===== src/design/iirdf1_pkg.sv =====
`default_nettype none
package iirdf1_pkg;

  // Field and register widths
  localparam int SAMPLE_W    = 16;
  localparam int COEF_W      = 18;
  localparam int NUM_REGS    = 8;
  localparam int REG_IDX_W   = 3;
  localparam int CFG_INDEX_W = 4;

  // History depth at the largest order, and the tap select that covers it
  localparam int HIST_DEPTH = 3;
  localparam int TAP_W      = 2;

  localparam int DEF_FORWARD_ORDER  = 3;
  localparam int DEF_FEEDBACK_ORDER = 3;

  // Datapath widths
  localparam int OPND_W     = 20;                 // multiplier operand
  localparam int PROD_W     = OPND_W + COEF_W;    // registered product
  localparam int ACC_W      = 37;                 // sum of seven Q1.15 x Q4.14 products
  localparam int ACC_LO_W   = 18;                 // low slice of the sum, scaled first
  localparam int FIN_W      = 56;                 // scaled sum, Q.43
  localparam int FRAC_SHIFT = 28;                 // Q.43 down to Q.15
  localparam int Q_W        = FIN_W - FRAC_SHIFT;

  localparam logic signed [FIN_W-1:0] ROUND_HALF =
    {{(FIN_W-FRAC_SHIFT){1'b0}}, 1'b1, {(FRAC_SHIFT-1){1'b0}}};
  localparam logic signed [SAMPLE_W-1:0] SAT_MAX = {1'b0, {(SAMPLE_W-1){1'b1}}};
  localparam logic signed [SAMPLE_W-1:0] SAT_MIN = {1'b1, {(SAMPLE_W-1){1'b0}}};
  localparam logic signed [COEF_W-1:0] COEF_ONE = 18'sd16384;

  // Register indexes
  localparam logic [REG_IDX_W-1:0] REG_B0    = 3'd0;
  localparam logic [REG_IDX_W-1:0] REG_B1    = 3'd1;
  localparam logic [REG_IDX_W-1:0] REG_B2    = 3'd2;
  localparam logic [REG_IDX_W-1:0] REG_B3    = 3'd3;
  localparam logic [REG_IDX_W-1:0] REG_A1    = 3'd4;
  localparam logic [REG_IDX_W-1:0] REG_A2    = 3'd5;
  localparam logic [REG_IDX_W-1:0] REG_A3    = 3'd6;
  localparam logic [REG_IDX_W-1:0] REG_RECIP = 3'd7;

  // Microprogram addresses
  localparam int STEP_W = 4;
  localparam logic [STEP_W-1:0] STEP_X0       = 4'd0;
  localparam logic [STEP_W-1:0] STEP_B1       = 4'd1;
  localparam logic [STEP_W-1:0] STEP_B2       = 4'd2;
  localparam logic [STEP_W-1:0] STEP_B3       = 4'd3;
  localparam logic [STEP_W-1:0] STEP_FB_START = 4'd4;
  localparam logic [STEP_W-1:0] STEP_A2       = 4'd5;
  localparam logic [STEP_W-1:0] STEP_A3       = 4'd6;
  localparam logic [STEP_W-1:0] STEP_DRAIN    = 4'd7;
  localparam logic [STEP_W-1:0] STEP_SCALE_LO = 4'd8;
  localparam logic [STEP_W-1:0] STEP_SCALE_HI = 4'd9;
  localparam logic [STEP_W-1:0] STEP_SETTLE   = 4'd10;
  localparam logic [STEP_W-1:0] STEP_DONE     = 4'd11;

  typedef enum logic [2:0] {
    SRC_X0, SRC_XH, SRC_YH, SRC_ACC_LO, SRC_ACC_HI
  } src_t;

  typedef enum logic [2:0] {
    OP_NOP, OP_LOAD, OP_ADD, OP_SUB, OP_FLOAD, OP_FADD
  } acc_op_t;

  typedef enum logic [2:0] {
    COND_NONE, COND_FWD_LT2, COND_FWD_LT3, COND_FB_LT2, COND_FB_LT3
  } cond_t;

  // One microcode word
  typedef struct packed {
    src_t                   src;
    logic [TAP_W-1:0]       tap;
    logic [REG_IDX_W-1:0]   coef;
    acc_op_t                op;
    cond_t                  cond;
    logic [STEP_W-1:0]      target;
    logic                   done;
  } ucode_t;

  // Controls from the sequencer to the datapath
  typedef struct packed {
    src_t                   src;
    logic [TAP_W-1:0]       tap;
    logic [REG_IDX_W-1:0]   coef;
    acc_op_t                op;
    logic                   done;
  } ctl_t;

  function automatic ucode_t mk_word(input src_t src, input logic [TAP_W-1:0] tap,
                                     input logic [REG_IDX_W-1:0] coef, input acc_op_t op,
                                     input cond_t cond, input logic [STEP_W-1:0] target,
                                     input logic done);
    ucode_t w;
    w.src    = src;
    w.tap    = tap;
    w.coef   = coef;
    w.op     = op;
    w.cond   = cond;
    w.target = target;
    w.done   = done;
    return w;
  endfunction

  // Filter microprogram: taps, drain, scale by 1/a0 in two halves, settle, done
  function automatic ucode_t ucode_rom(input logic [STEP_W-1:0] addr);
    ucode_t w;
    case (addr)
      STEP_X0:       w = mk_word(SRC_X0, 2'd0, REG_B0, OP_LOAD, COND_NONE, STEP_X0, 1'b0);
      STEP_B1:       w = mk_word(SRC_XH, 2'd0, REG_B1, OP_ADD, COND_NONE, STEP_X0, 1'b0);
      STEP_B2:       w = mk_word(SRC_XH, 2'd1, REG_B2, OP_ADD, COND_FWD_LT2,
                                 STEP_FB_START, 1'b0);
      STEP_B3:       w = mk_word(SRC_XH, 2'd2, REG_B3, OP_ADD, COND_FWD_LT3,
                                 STEP_FB_START, 1'b0);
      STEP_FB_START: w = mk_word(SRC_YH, 2'd0, REG_A1, OP_SUB, COND_NONE, STEP_X0, 1'b0);
      STEP_A2:       w = mk_word(SRC_YH, 2'd1, REG_A2, OP_SUB, COND_FB_LT2,
                                 STEP_DRAIN, 1'b0);
      STEP_A3:       w = mk_word(SRC_YH, 2'd2, REG_A3, OP_SUB, COND_FB_LT3,
                                 STEP_DRAIN, 1'b0);
      STEP_DRAIN:    w = mk_word(SRC_X0, 2'd0, REG_B0, OP_NOP, COND_NONE, STEP_X0, 1'b0);
      STEP_SCALE_LO: w = mk_word(SRC_ACC_LO, 2'd0, REG_RECIP, OP_FLOAD, COND_NONE,
                                 STEP_X0, 1'b0);
      STEP_SCALE_HI: w = mk_word(SRC_ACC_HI, 2'd0, REG_RECIP, OP_FADD, COND_NONE,
                                 STEP_X0, 1'b0);
      STEP_SETTLE:   w = mk_word(SRC_X0, 2'd0, REG_B0, OP_NOP, COND_NONE, STEP_X0, 1'b0);
      STEP_DONE:     w = mk_word(SRC_X0, 2'd0, REG_B0, OP_NOP, COND_NONE, STEP_X0, 1'b1);
      default:       w = mk_word(SRC_X0, 2'd0, REG_B0, OP_NOP, COND_NONE, STEP_X0, 1'b1);
    endcase
    return w;
  endfunction

endpackage
`default_nettype wire


===== src/design/iirdf1_seq.sv =====
`default_nettype none
module iirdf1_seq #(
  parameter int FORWARD_ORDER  = iirdf1_pkg::DEF_FORWARD_ORDER,
  parameter int FEEDBACK_ORDER = iirdf1_pkg::DEF_FEEDBACK_ORDER
) (
  input  wire logic             clk,
  input  wire logic             rst,
  input  wire logic             start,
  input  wire logic             out_free,
  output logic                  busy,
  output iirdf1_pkg::ctl_t      ctrl
);
  import iirdf1_pkg::*;

  typedef enum logic [1:0] {
    ST_IDLE = 2'b01,
    ST_RUN  = 2'b10
  } state_t;

  localparam logic FWD_LT2 = (FORWARD_ORDER < 2);
  localparam logic FWD_LT3 = (FORWARD_ORDER < 3);
  localparam logic FB_LT2  = (FEEDBACK_ORDER < 2);
  localparam logic FB_LT3  = (FEEDBACK_ORDER < 3);

  state_t            state, state_next;
  logic [STEP_W-1:0] step, step_next;
  ucode_t            word;
  logic              jump;

  // Fetch the control word
  always_comb word = ucode_rom(step);

  // Evaluate the jump condition against the configured orders
  always_comb begin
    case (word.cond)
      COND_NONE:    jump = 1'b0;
      COND_FWD_LT2: jump = FWD_LT2;
      COND_FWD_LT3: jump = FWD_LT3;
      COND_FB_LT2:  jump = FB_LT2;
      COND_FB_LT3:  jump = FB_LT3;
      default:      jump = 1'b0;
    endcase
  end

  // Advance the step counter and issue controls
  always_comb begin
    state_next = state;
    step_next  = step;
    ctrl.src   = word.src;
    ctrl.tap   = word.tap;
    ctrl.coef  = word.coef;
    ctrl.op    = OP_NOP;
    ctrl.done  = 1'b0;
    case (state)
      ST_IDLE: begin
        if (start) begin
          state_next = ST_RUN;
          step_next  = STEP_X0;
        end
      end
      ST_RUN: begin
        if (jump) begin
          step_next = word.target;
        end else if (word.done) begin
          // hold on the last step until the result register is free
          if (out_free) begin
            ctrl.done  = 1'b1;
            state_next = ST_IDLE;
          end
        end else begin
          ctrl.op   = word.op;
          step_next = step + {{(STEP_W-1){1'b0}}, 1'b1};
        end
      end
      default: begin
        state_next = ST_IDLE;
      end
    endcase
  end

  always_ff @(posedge clk) begin
    if (rst) begin
      state <= ST_IDLE;
      step  <= STEP_X0;
    end else begin
      state <= state_next;
      step  <= step_next;
    end
  end

  assign busy = (state != ST_IDLE);

endmodule
`default_nettype wire


===== src/design/iirdf1_dp.sv =====
`default_nettype none
module iirdf1_dp #(
  parameter int FORWARD_ORDER  = iirdf1_pkg::DEF_FORWARD_ORDER,
  parameter int FEEDBACK_ORDER = iirdf1_pkg::DEF_FEEDBACK_ORDER
) (
  input  wire logic                                      clk,
  input  wire logic                                      rst,
  input  wire logic                                      cfg_wr_en,
  input  wire logic [iirdf1_pkg::CFG_INDEX_W-1:0]        cfg_index,
  input  wire logic signed [iirdf1_pkg::COEF_W-1:0]      cfg_data,
  input  wire logic                                      load_x,
  input  wire logic signed [iirdf1_pkg::SAMPLE_W-1:0]    sample_in,
  input  iirdf1_pkg::ctl_t                               ctrl,
  output logic signed [iirdf1_pkg::SAMPLE_W-1:0]         y,
  output logic                                           clip
);
  import iirdf1_pkg::*;

  logic signed [COEF_W-1:0]   coef [NUM_REGS];
  logic signed [SAMPLE_W-1:0] x0;
  logic signed [SAMPLE_W-1:0] xh [FORWARD_ORDER];
  logic signed [SAMPLE_W-1:0] yh [FEEDBACK_ORDER];
  logic signed [SAMPLE_W-1:0] xv [HIST_DEPTH];
  logic signed [SAMPLE_W-1:0] yv [HIST_DEPTH];

  logic signed [OPND_W-1:0]   opnd;
  logic signed [COEF_W-1:0]   coef_sel;
  logic signed [PROD_W-1:0]   prod;
  acc_op_t                    op_d;
  logic signed [ACC_W-1:0]    acc;
  logic signed [ACC_W-1:0]    prod_acc;
  logic signed [FIN_W-1:0]    fin;
  logic signed [FIN_W-1:0]    prod_fin;
  logic signed [FIN_W-1:0]    prod_fin_hi;
  logic signed [FIN_W-1:0]    rnd;
  logic signed [Q_W-1:0]      q;
  logic                       in_range;

  // Coefficient registers; writes past the last index are dropped
  always_ff @(posedge clk) begin
    if (rst) begin
      for (int k = 0; k < NUM_REGS; k++) begin
        coef[k] <= ((k == int'(REG_B0)) || (k == int'(REG_RECIP))) ? COEF_ONE : '0;
      end
    end else if (cfg_wr_en && (cfg_index < CFG_INDEX_W'(NUM_REGS))) begin
      coef[cfg_index[REG_IDX_W-1:0]] <= cfg_data;
    end
  end

  // Capture the new sample
  always_ff @(posedge clk) begin
    if (load_x) x0 <= sample_in;
  end

  // Shift both histories once the result is committed
  always_ff @(posedge clk) begin
    if (rst) begin
      for (int k = 0; k < FORWARD_ORDER; k++) xh[k] <= '0;
      for (int k = 0; k < FEEDBACK_ORDER; k++) yh[k] <= '0;
    end else if (ctrl.done) begin
      xh[0] <= x0;
      for (int k = 1; k < FORWARD_ORDER; k++) xh[k] <= xh[k-1];
      yh[0] <= y;
      for (int k = 1; k < FEEDBACK_ORDER; k++) yh[k] <= yh[k-1];
    end
  end

  // Fixed-depth views of the histories; taps past the order read zero
  for (genvar k = 0; k < HIST_DEPTH; k++) begin : g_view
    if (k < FORWARD_ORDER) begin : g_x
      assign xv[k] = xh[k];
    end else begin : g_xz
      assign xv[k] = '0;
    end
    if (k < FEEDBACK_ORDER) begin : g_y
      assign yv[k] = yh[k];
    end else begin : g_yz
      assign yv[k] = '0;
    end
  end

  // Select the multiplier operand
  always_comb begin
    case (ctrl.src)
      SRC_X0:     opnd = {{(OPND_W-SAMPLE_W){x0[SAMPLE_W-1]}}, x0};
      SRC_XH:     opnd = {{(OPND_W-SAMPLE_W){xv[ctrl.tap][SAMPLE_W-1]}}, xv[ctrl.tap]};
      SRC_YH:     opnd = {{(OPND_W-SAMPLE_W){yv[ctrl.tap][SAMPLE_W-1]}}, yv[ctrl.tap]};
      SRC_ACC_LO: opnd = {{(OPND_W-ACC_LO_W){1'b0}}, acc[ACC_LO_W-1:0]};
      SRC_ACC_HI: opnd = {{(OPND_W-ACC_W+ACC_LO_W){acc[ACC_W-1]}}, acc[ACC_W-1:ACC_LO_W]};
      default:    opnd = '0;
    endcase
  end

  assign coef_sel = coef[ctrl.coef];

  // Multiply stage
  always_ff @(posedge clk) begin
    if (rst) begin
      op_d <= OP_NOP;
    end else begin
      op_d <= ctrl.op;
    end
  end

  always_ff @(posedge clk) begin
    prod <= opnd * coef_sel;
  end

  assign prod_acc    = prod[ACC_W-1:0];
  assign prod_fin    = {{(FIN_W-PROD_W){prod[PROD_W-1]}}, prod};
  assign prod_fin_hi = {prod_fin[FIN_W-ACC_LO_W-1:0], {ACC_LO_W{1'b0}}};

  // Accumulate stage: tap sum, then the sum scaled by 1/a0
  always_ff @(posedge clk) begin
    case (op_d)
      OP_LOAD:  acc <= prod_acc;
      OP_ADD:   acc <= acc + prod_acc;
      OP_SUB:   acc <= acc - prod_acc;
      OP_FLOAD: fin <= prod_fin;
      OP_FADD:  fin <= fin + prod_fin_hi;
      default:  ;
    endcase
  end

  // Round half up to Q1.15 and saturate
  assign rnd      = fin + ROUND_HALF;
  assign q        = rnd[FIN_W-1:FRAC_SHIFT];
  assign in_range = (q[Q_W-1:SAMPLE_W-1] == '0) || (q[Q_W-1:SAMPLE_W-1] == '1);
  assign y        = in_range ? q[SAMPLE_W-1:0] : (q[Q_W-1] ? SAT_MIN : SAT_MAX);
  assign clip     = !in_range;

endmodule
`default_nettype wire


===== src/design/iir_direct_form_one_filter_core.sv =====
// Direct-form I IIR filter, up to third order forward and feedback, Q1.15 samples and
// Q4.14 coefficients, with the sum scaled by a programmed reciprocal of a0, rounded half
// up and saturated to 16 bits (clipped flags saturation). A microprogram steps one shared
// 20x18 multiplier with a registered product through the taps and the two-part scaling;
// a new item is taken only once the last one has loaded the result register, in the
// cycle after that load, and a forward or feedback order of 1 shortens the run. The
// multiplier pipeline and the number of steps set how long each item takes.
// A result waiting in the output register does not block acceptance; the sequencer holds
// on its last step only if that register is still occupied.
`default_nettype none
module iir_direct_form_one_filter_core #(
  parameter int FORWARD_ORDER  = iirdf1_pkg::DEF_FORWARD_ORDER,
  parameter int FEEDBACK_ORDER = iirdf1_pkg::DEF_FEEDBACK_ORDER
) (
  input  wire logic                                    clk,
  input  wire logic                                    rst,
  input  wire logic                                    cfg_wr_en,
  input  wire logic [iirdf1_pkg::CFG_INDEX_W-1:0]      cfg_index,
  input  wire logic signed [iirdf1_pkg::COEF_W-1:0]    cfg_data,
  input  wire logic                                    in_valid,
  output logic                                         in_stall,
  input  wire logic signed [iirdf1_pkg::SAMPLE_W-1:0]  sample_in,
  output logic                                         out_valid,
  input  wire logic                                    out_stall,
  output logic signed [iirdf1_pkg::SAMPLE_W-1:0]       sample_out,
  output logic                                         clipped
);
  import iirdf1_pkg::*;

  logic                       accept;
  logic                       out_free;
  logic                       busy;
  ctl_t                       ctrl;
  logic signed [SAMPLE_W-1:0] y;
  logic                       clip;

  assign in_stall = busy;
  assign accept   = in_valid && !in_stall;
  assign out_free = !out_valid || !out_stall;

  iirdf1_seq #(
    .FORWARD_ORDER  (FORWARD_ORDER),
    .FEEDBACK_ORDER (FEEDBACK_ORDER)
  ) u_seq (
    .clk      (clk),
    .rst      (rst),
    .start    (accept),
    .out_free (out_free),
    .busy     (busy),
    .ctrl     (ctrl)
  );

  iirdf1_dp #(
    .FORWARD_ORDER  (FORWARD_ORDER),
    .FEEDBACK_ORDER (FEEDBACK_ORDER)
  ) u_dp (
    .clk       (clk),
    .rst       (rst),
    .cfg_wr_en (cfg_wr_en),
    .cfg_index (cfg_index),
    .cfg_data  (cfg_data),
    .load_x    (accept),
    .sample_in (sample_in),
    .ctrl      (ctrl),
    .y         (y),
    .clip      (clip)
  );

  // Output register: load on commit, drop when taken
  always_ff @(posedge clk) begin
    if (rst) begin
      out_valid <= 1'b0;
    end else if (ctrl.done) begin
      out_valid <= 1'b1;
    end else if (!out_stall) begin
      out_valid <= 1'b0;
    end
  end

  always_ff @(posedge clk) begin
    if (ctrl.done) begin
      sample_out <= y;
      clipped    <= clip;
    end
  end

  // An accepted item keeps the input side stalled while it runs
  a_busy_after_accept: assert property (@(posedge clk) disable iff (rst)
    (in_valid && !in_stall) |=> in_stall)
    else $error("input not stalled after an accepted item");

  // A result appears only from a committed item
  a_out_from_commit: assert property (@(posedge clk) disable iff (rst)
    $rose(out_valid) |-> $past(ctrl.done))
    else $error("result appeared without a commit");

  // A clipped result sits on a rail
  a_clip_on_rail: assert property (@(posedge clk) disable iff (rst)
    (out_valid && clipped) |-> (sample_out == SAT_MAX || sample_out == SAT_MIN))
    else $error("clipped result not at a rail");

endmodule
`default_nettype wire


===== config.mk =====
export PLATFORM = sky130hd
export DESIGN_NAME = iir_direct_form_one_filter_core
export DESIGN_NICKNAME = d
export VERILOG_FILES = /design/src/design/iirdf1_pkg.sv /design/src/design/iirdf1_seq.sv /design/src/design/iirdf1_dp.sv /design/src/design/iir_direct_form_one_filter_core.sv
export SDC_FILE = /design/constraint.sdc
export NUM_CORES = 2
export LEC_CHECK = 0
export ABC_CLOCK_PERIOD_IN_PS = 20300
export BUFFER_PORTS_ARGS = -buffer_cell sky130_fd_sc_hd__buf_2
export CAP_MARGIN = 25
export CORE_ASPECT_RATIO = 0.7
export CORE_UTILIZATION = 42
export DETAILED_ROUTE_END_ITERATION = 10
export HOLD_SLACK_MARGIN = 0.03
export RECOVER_POWER = 100
export SKIP_LAST_GASP = 1
export SLEW_MARGIN = 40
export SYNTH_ARGS = -nofsm -noshare
export SYNTH_HDL_FRONTEND = slang
export SYNTH_SLANG_ARGS = --single-unit
export TNS_END_PERCENT = 1

===== constraint.sdc =====
create_clock -name clk -period 20.3 [get_ports clk]
set_input_delay 1.015 -clock clk [delete_from_list [all_inputs] [get_ports clk]]
set_output_delay 1.015 -clock clk [all_outputs]
set_load 0.02 [all_outputs]

---- Word level (Yosys, flattened, before mapping) ----
Memories as Yosys holds them, arrays and structs flattened. A register that Yosys moved wholly into a read port is not among the register bits.
Cells that the tools add are included.
cells by class
  add/subtract/negate cells ............... 5
  multiply operators ...................... 1
  magnitude comparators ................... 2
  equality and inequality tests ........... 18
  muxes and demuxes ....................... 42
  bitwise gates (word level) .............. 8
  reductions and logical operators ........ 17
operators with widths
  cell                                                                     count
  16-bit two-way mux                                                       12
  56-bit one-hot mux with 2 select lines                                   1
  37-bit one-hot mux with 3 select lines                                   1
  20-bit one-hot mux with 5 select lines                                   1
  16-bit binary-select mux with 2-bit select                               2
  56-bit by 29-bit adder with 56-bit output, second input constant         1
  56-bit adder                                                             1
  20-bit by 18-bit multiplier with 38-bit output                           1
  37-bit adder                                                             1
  37-bit subtractor                                                        1
  18-bit two-way mux                                                       1
  18-bit OR reduction                                                      1
  4-bit two-way mux                                                        4
  1-bit two-way mux                                                        14
  13-bit == test, second input constant                                    1
  13-bit logical NOT                                                       1
  3-bit by 2-bit == test with 1-bit output, second input constant          4
  3-bit == test, second input constant                                     3
  4-bit one-hot mux with 2 select lines                                    1
  3-bit by 1-bit == test with 1-bit output, second input constant          2
  2-bit two-way mux                                                        3
  2-bit by 1-bit inequality test with 1-bit output, second input constant  3
  2-bit inequality test, second input constant                             3
  1-bit bitwise OR                                                         6
  17 further kinds                                                         24
word-level totals
  register bits ........................... 174
  memory bits (writable) .................. 240
  bits in read-only memories .............. 288
  input bits .............................. 43
  word-level logic and storage cells ...... 107
  memories ................................ 4
memory list
  memory            depth  bits a word  read ports  clocked after Yosys merged registers in  write ports  RTL line           text
  (name not given)  16     18           1           1                                        0            iirdf1_pkg.sv:108  case (addr)
  u_dp.coef         8      18           1           0                                        8            iirdf1_dp.sv:19    logic signed [COEF_W-1:0] coef [NUM_REGS];
  u_dp.xh           3      16           3           0                                        3            iirdf1_dp.sv:21    logic signed [SAMPLE_W-1:0] xh [FORWARD_ORDER];
  u_dp.yh           3      16           3           0                                        3            iirdf1_dp.sv:22    logic signed [SAMPLE_W-1:0] yh [FEEDBACK_ORDER];

---- Depth between registers and ports, before layout ----
  depth in word-level cells ............... 9
  mapped depth ............................ 32
  gate-level depth less buffers ........... 31

---- Cells and area by module ----
A second synthesis with hierarchy kept.
second synthesis, totals
  cell total of the unflattened synthesis .. 3362
  area total of the unflattened synthesis .. 34728.3 µm²
by module, submodules not included
  module                           instances  cells each  area an instance (µm²)  sequential area each (µm²)
  iirdf1_dp                        1          3242        33295.7                 10760.3
  iirdf1_seq                       1          98          883.3                   360.3
  iir_direct_form_one_filter_core  1          22          549.3                   530.5

---- Worst setup path before layout ----
Ideal clock, no wire load.
  kind .................................... register to register
  start ................................... register u_seq.word[11] (netlist name)
  end ..................................... register u_dp.prod[37]
  library setup time ...................... 0.122 ns
  arrival time ............................ 7.760 ns
  data required time ...................... 20.178 ns
  path slack .............................. 12.417 ns
  cell stages (with the launch flop) ...... 27
  path buffers ............................ 3
  period minus slack after synthesis ...... 7.883 ns
  cells stage by stage .................... dfxtp_1 clkbuf_1 buf_1 mux4_2 mux2i_1 clkbuf_1 nor2_1 fa_1 inv_1 fa_1 fa_1 fa_1 inv_1 fa_1 inv_1 fa_1 inv_1 ha_1 nand4_1 nand2b_1 o2111ai_1 nand2_1 o41a_1 o31a_1 o21ai_0 o21ai_0 xnor2_1
between the ends
  longest elaborated chain between the ends .. 2
RTL lines
  item                                            RTL line          text
  memory 8 x 18 bit                               -
  20-bit by 18-bit multiplier with 38-bit output  iirdf1_dp.sv:106  prod <= opnd * coef_sel;
  end signal, assigned                            iirdf1_dp.sv:106
  end, declared                                   iirdf1_dp.sv:28   logic signed [PROD_W-1:0] prod;
Every way passes these cells.
A chain may end at the register's enable or synchronous reset.

---- Worst setup path in the final report ----
  start ................................... register u_seq.word[18] (netlist name)
  end ..................................... register u_dp.prod[32]
between the ends
  longest elaborated chain between the ends .. 3
RTL lines
  item                                                RTL line          text
  3-bit == test (tied with other cells)               iirdf1_dp.sv:84   case (ctrl.src)
  20-bit one-hot mux with 5 select lines (*)          iirdf1_dp.sv:84
  20-bit by 18-bit multiplier with 38-bit output (*)  iirdf1_dp.sv:106
Mark *: on every way between the ends. The rest lies on a longest branch, timed or not.

==> run metrics <==
post-detailed-route DRC marker count=0; largest area contributor in the netlist=sky130_fd_sc_hd__edfxtp_1; clk_lat worst skew=roughly 600 ps; data required time at the worst endpoint=between 20000 and 25000 ps; final weighted congestion in routability-driven placement=0.931; synth cell count leaders=sky130_fd_sc_hd__inv_1, sky130_fd_sc_hd__fa_1, sky130_fd_sc_hd__edfxtp_1; number of global-route vias before repair=approximately 24000; synthesized netlist net count=between 3000 and 4000; fraction of registers with async set/reset=0%; worst hold slack after final layout=about 430 ps; fin. max-slew vios=just under 600; worst slew margin relative to its limit=-134%; Inserted Clock Buffers=44; part of the cycle the worst path needs=between 40% and 50%; Initial DRT Pass Iterations=5; Worst Max-Slew Pin Slew=3510 ps; io pins=slightly above 60; Buf+Inv Stages, Crit Path=9; number of flip-flops and latches in the synthesized netlist=a little over 400; pin count of the biggest net entering global routing=85; critical path type=reg2reg; clock period minus worst slack=~10000 ps; number of cells on the worst reg-to-reg path=32; dominant delay contributor by cell family on the critical path=adder cells; CTS H-Tree Depth=2; number of enable flip-flop cells after synthesis=between 300 and 400; reg2reg start=u_seq.word[18]; most common flop cell mapped by yosys=sky130_fd_sc_hd__edfxtp_1; Worst Setup Slack, final=around 10000 ps; number of vias in the routed layout=24898; clock transition at the register clock pins on the worst setup and hold paths after CTS=~60 ps; data arrival time at the worst-slack endpoint=10500 ps; global route overflow=0; area growth from synthesis to layout=8.38%; Crit-path slowest cell=sky130_fd_sc_hd__clkbuf_1; worst setup skew after layout=31.1 ps; maximum fanout along the worst path=21; worst slack at placement=around 12000 ps; Die Area=0.0835 mm2; hold path cells=1; number of violations reported at the end of detailed-routing iteration 0=2387; clock tree from TritonCTS=done; average cell area after synthesis=a little over 10 um2; endpoints failing setup=0; most common cell in the netlist=sky130_fd_sc_hd__inv_1; Syn. warnings=0; vias per cell=5.53; crit start category=register; Final Hold Violating Endpoints=0; dominant cells by area after synthesis=sky130_fd_sc_hd__edfxtp_1, sky130_fd_sc_hd__fa_1, sky130_fd_sc_hd__ha_1; Detail Placement HPWL=between 70000 and 80000 um; Synth Cell Area=0.0346 mm2; starting density of the core=a little over two fifths; wire length reported by the detailed router=about 97000 um; diode insertion count for antenna repair=0; number of max-cap violations=18; first-pass GRT wire length=149000 um; Post-Syn Instances=about 3400; sequential cell area fraction in the yosys report=33.7%; Tot GR Track Use=23.3%; failing checks=max-capacitance violations, max-slew violations; number of nets in the final layout=roughly 4000; count of nets left with antenna violations after detail routing=0; Rows=87; maximum count of clock buffers along a single path=3; antenna violations before repair=6; layout cells sized above 1=under 10%; highest achievable clock rate=~0.10 GHz; Core ar.=around 0.081 mm2; Sum Neg Setup Slack=0 ps; horizontal die dimension=approximately 350 um; post-CTS setup buffer count=0; Routed wire per std cell=21.6 um; library cells used by synthesis=76; run status=complete, but fails checks; crit path capture type=register; worst min-delay path class=reg2reg; share of the synthesized area in the top cell type=between 30% and 40%; Resized Gates After CTS=0; Hold Crit Start=u_seq.word[10]; cell chosen for the clock root=sky130_fd_sc_hd__clkbuf_16; total number of clock tree sinks=approximately 410; RSZ-0062 raised after global routing=false; end of the worst hold path=u_dp.op_d[2]; number of buffers inserted by port buffering=61; Critical Path Max Stage Delay=~830 ps; number of hold-repair buffers added at the cts stage=0; Die Height=242 um; worst-case register-to-register setup slack=10310 ps; worst flop-to-flop path endpoint=u_dp.prod[32]
==> routing by layer <==
| layer | GRT usage [%] | vias up | wire length [um] |
|---|---|---|---|
| met5 | 0 | - | 54 |
| met2 | 31.9 | 876 | 39000 |
| met4 | 4.06 | 8 | 1500 |
| met1 | 36.8 | 12562 | 47000 |
| met3 | 6.05 | 104 | 9510 |
| li1 | - | 11348 | - |
==> layout make-up <==
cell class              count  area [um2]
inverters                 472        1770
clock inverters            18         140
clock buffers              61        1210
fillers                  7732       43500
repair buffers            117         626
flip-flops and latches    408       11700
multi-input cells        2361       20800
well taps                1068        1340
==> cells in the final DEF (no fill, tap or decap), types with 11 or more instances in the layout <==
master / netlist / routed
sky130_fd_sc_hd__inv_1: 472 / 472
sky130_fd_sc_hd__fa_1: 352 / 352
sky130_fd_sc_hd__edfxtp_1: 348 / 348
sky130_fd_sc_hd__nor2_1: 310 / 307
sky130_fd_sc_hd__nand2_1: 258 / 258
sky130_fd_sc_hd__ha_1: 172 / 172
sky130_fd_sc_hd__o21ai_0: 141 / 141
sky130_fd_sc_hd__and2_0: 0 / 124
sky130_fd_sc_hd__and2_1: 244 / 122
sky130_fd_sc_hd__a21oi_1: 122 / 122
sky130_fd_sc_hd__xnor2_1: 96 / 96
sky130_fd_sc_hd__dfxtp_1: 60 / 58
sky130_fd_sc_hd__xor2_1: 56 / 56
sky130_fd_sc_hd__clkbuf_1: 105 / 55
sky130_fd_sc_hd__a21o_1: 51 / 51
sky130_fd_sc_hd__mux2i_1: 55 / 46
sky130_fd_sc_hd__clkbuf_16: 0 / 44
sky130_fd_sc_hd__nand2b_1: 40 / 39
sky130_fd_sc_hd__nand3_1: 39 / 39
sky130_fd_sc_hd__buf_2: 3 / 38
sky130_fd_sc_hd__nor3_1: 36 / 36
sky130_fd_sc_hd__mux4_2: 36 / 36
sky130_fd_sc_hd__buf_4: 0 / 35
sky130_fd_sc_hd__mux2_2: 26 / 25
sky130_fd_sc_hd__a22oi_1: 19 / 19
sky130_fd_sc_hd__o22ai_1: 18 / 18
sky130_fd_sc_hd__o21bai_1: 18 / 18
sky130_fd_sc_hd__o21a_1: 18 / 18
sky130_fd_sc_hd__nand4_1: 17 / 17
sky130_fd_sc_hd__a221oi_1: 19 / 16
sky130_fd_sc_hd__a211oi_1: 16 / 16
sky130_fd_sc_hd__o31ai_1: 16 / 16
sky130_fd_sc_hd__a31oi_1: 16 / 16
sky130_fd_sc_hd__o22a_1: 14 / 14
sky130_fd_sc_hd__a221o_1: 14 / 14
sky130_fd_sc_hd__or2_2: 20 / 12
sky130_fd_sc_hd__nor2b_1: 11 / 11
==> worst max path at each step <==
| stage | from | endpoint | slack [ps] | depth (start not counted) |
|---|---|---|---|---|
| floorplan | u_seq.word[11] | u_dp.prod[37] | 12420 | 26 |
| global placement | u_seq.word[17] | u_dp.prod[32] | 11580 | 24 |
| detailed placement | u_seq.word[17] | u_dp.prod[32] | 11570 | 26 |
| CTS | u_seq.word[17] | u_dp.prod[32] | 11520 | 26 |
| global route | u_seq.word[18] | u_dp.prod[37] | 9690 | 32 |
| finish | u_seq.word[18] | u_dp.prod[32] | 10310 | 32 |
==> through the flow <==
| step | std cells | util [%] | cell area, um2 |
|---|---|---|---|
| 6_report | 4505 | 46.3 | 37500 |
| 5_1_grt | 4505 | 46.3 | 37500 |
| 4_1_cts | 4505 | 46.5 | 37700 |
| 3_5_place_dp | 4426 | 44.8 | 36300 |
| 3_3_place_gp | 4426 | 44.8 | 36300 |
| 2_1_floorplan | 3363 | - | 34600 |
==> cells by family (layout without fill, tap and decap cells) <==
family | count (synthesis) | in the layout | share of synthesized area, %
buf+inv | 594 | 668 | 6.48
xor+xnor | 152 | 152 | 3.85
mux | 117 | 117 | 4.78
simple gates | 1043 | 1043 | 14.9
compound gates | 525 | 525 | 9.75
fa+ha+maj | 524 | 524 | 26.6
flops | 408 | 408 | 33.7
==> flip-flops by register name (all words and copies together), names as in the netlist <==
register     cells
clipped          1
out_valid        1
sample_out      16
u_dp.acc        37
u_dp.coef      144
u_dp.fin        38
u_dp.op_d        3
u_dp.prod       38
u_dp.x0         16
u_dp.xh         48
u_dp.yh         48
u_seq.state      2
u_seq.step       4
u_seq.word      12
Power is not shown: default switching activity piles up to over one toggle a cycle in this logic, so the estimate is an artifact.
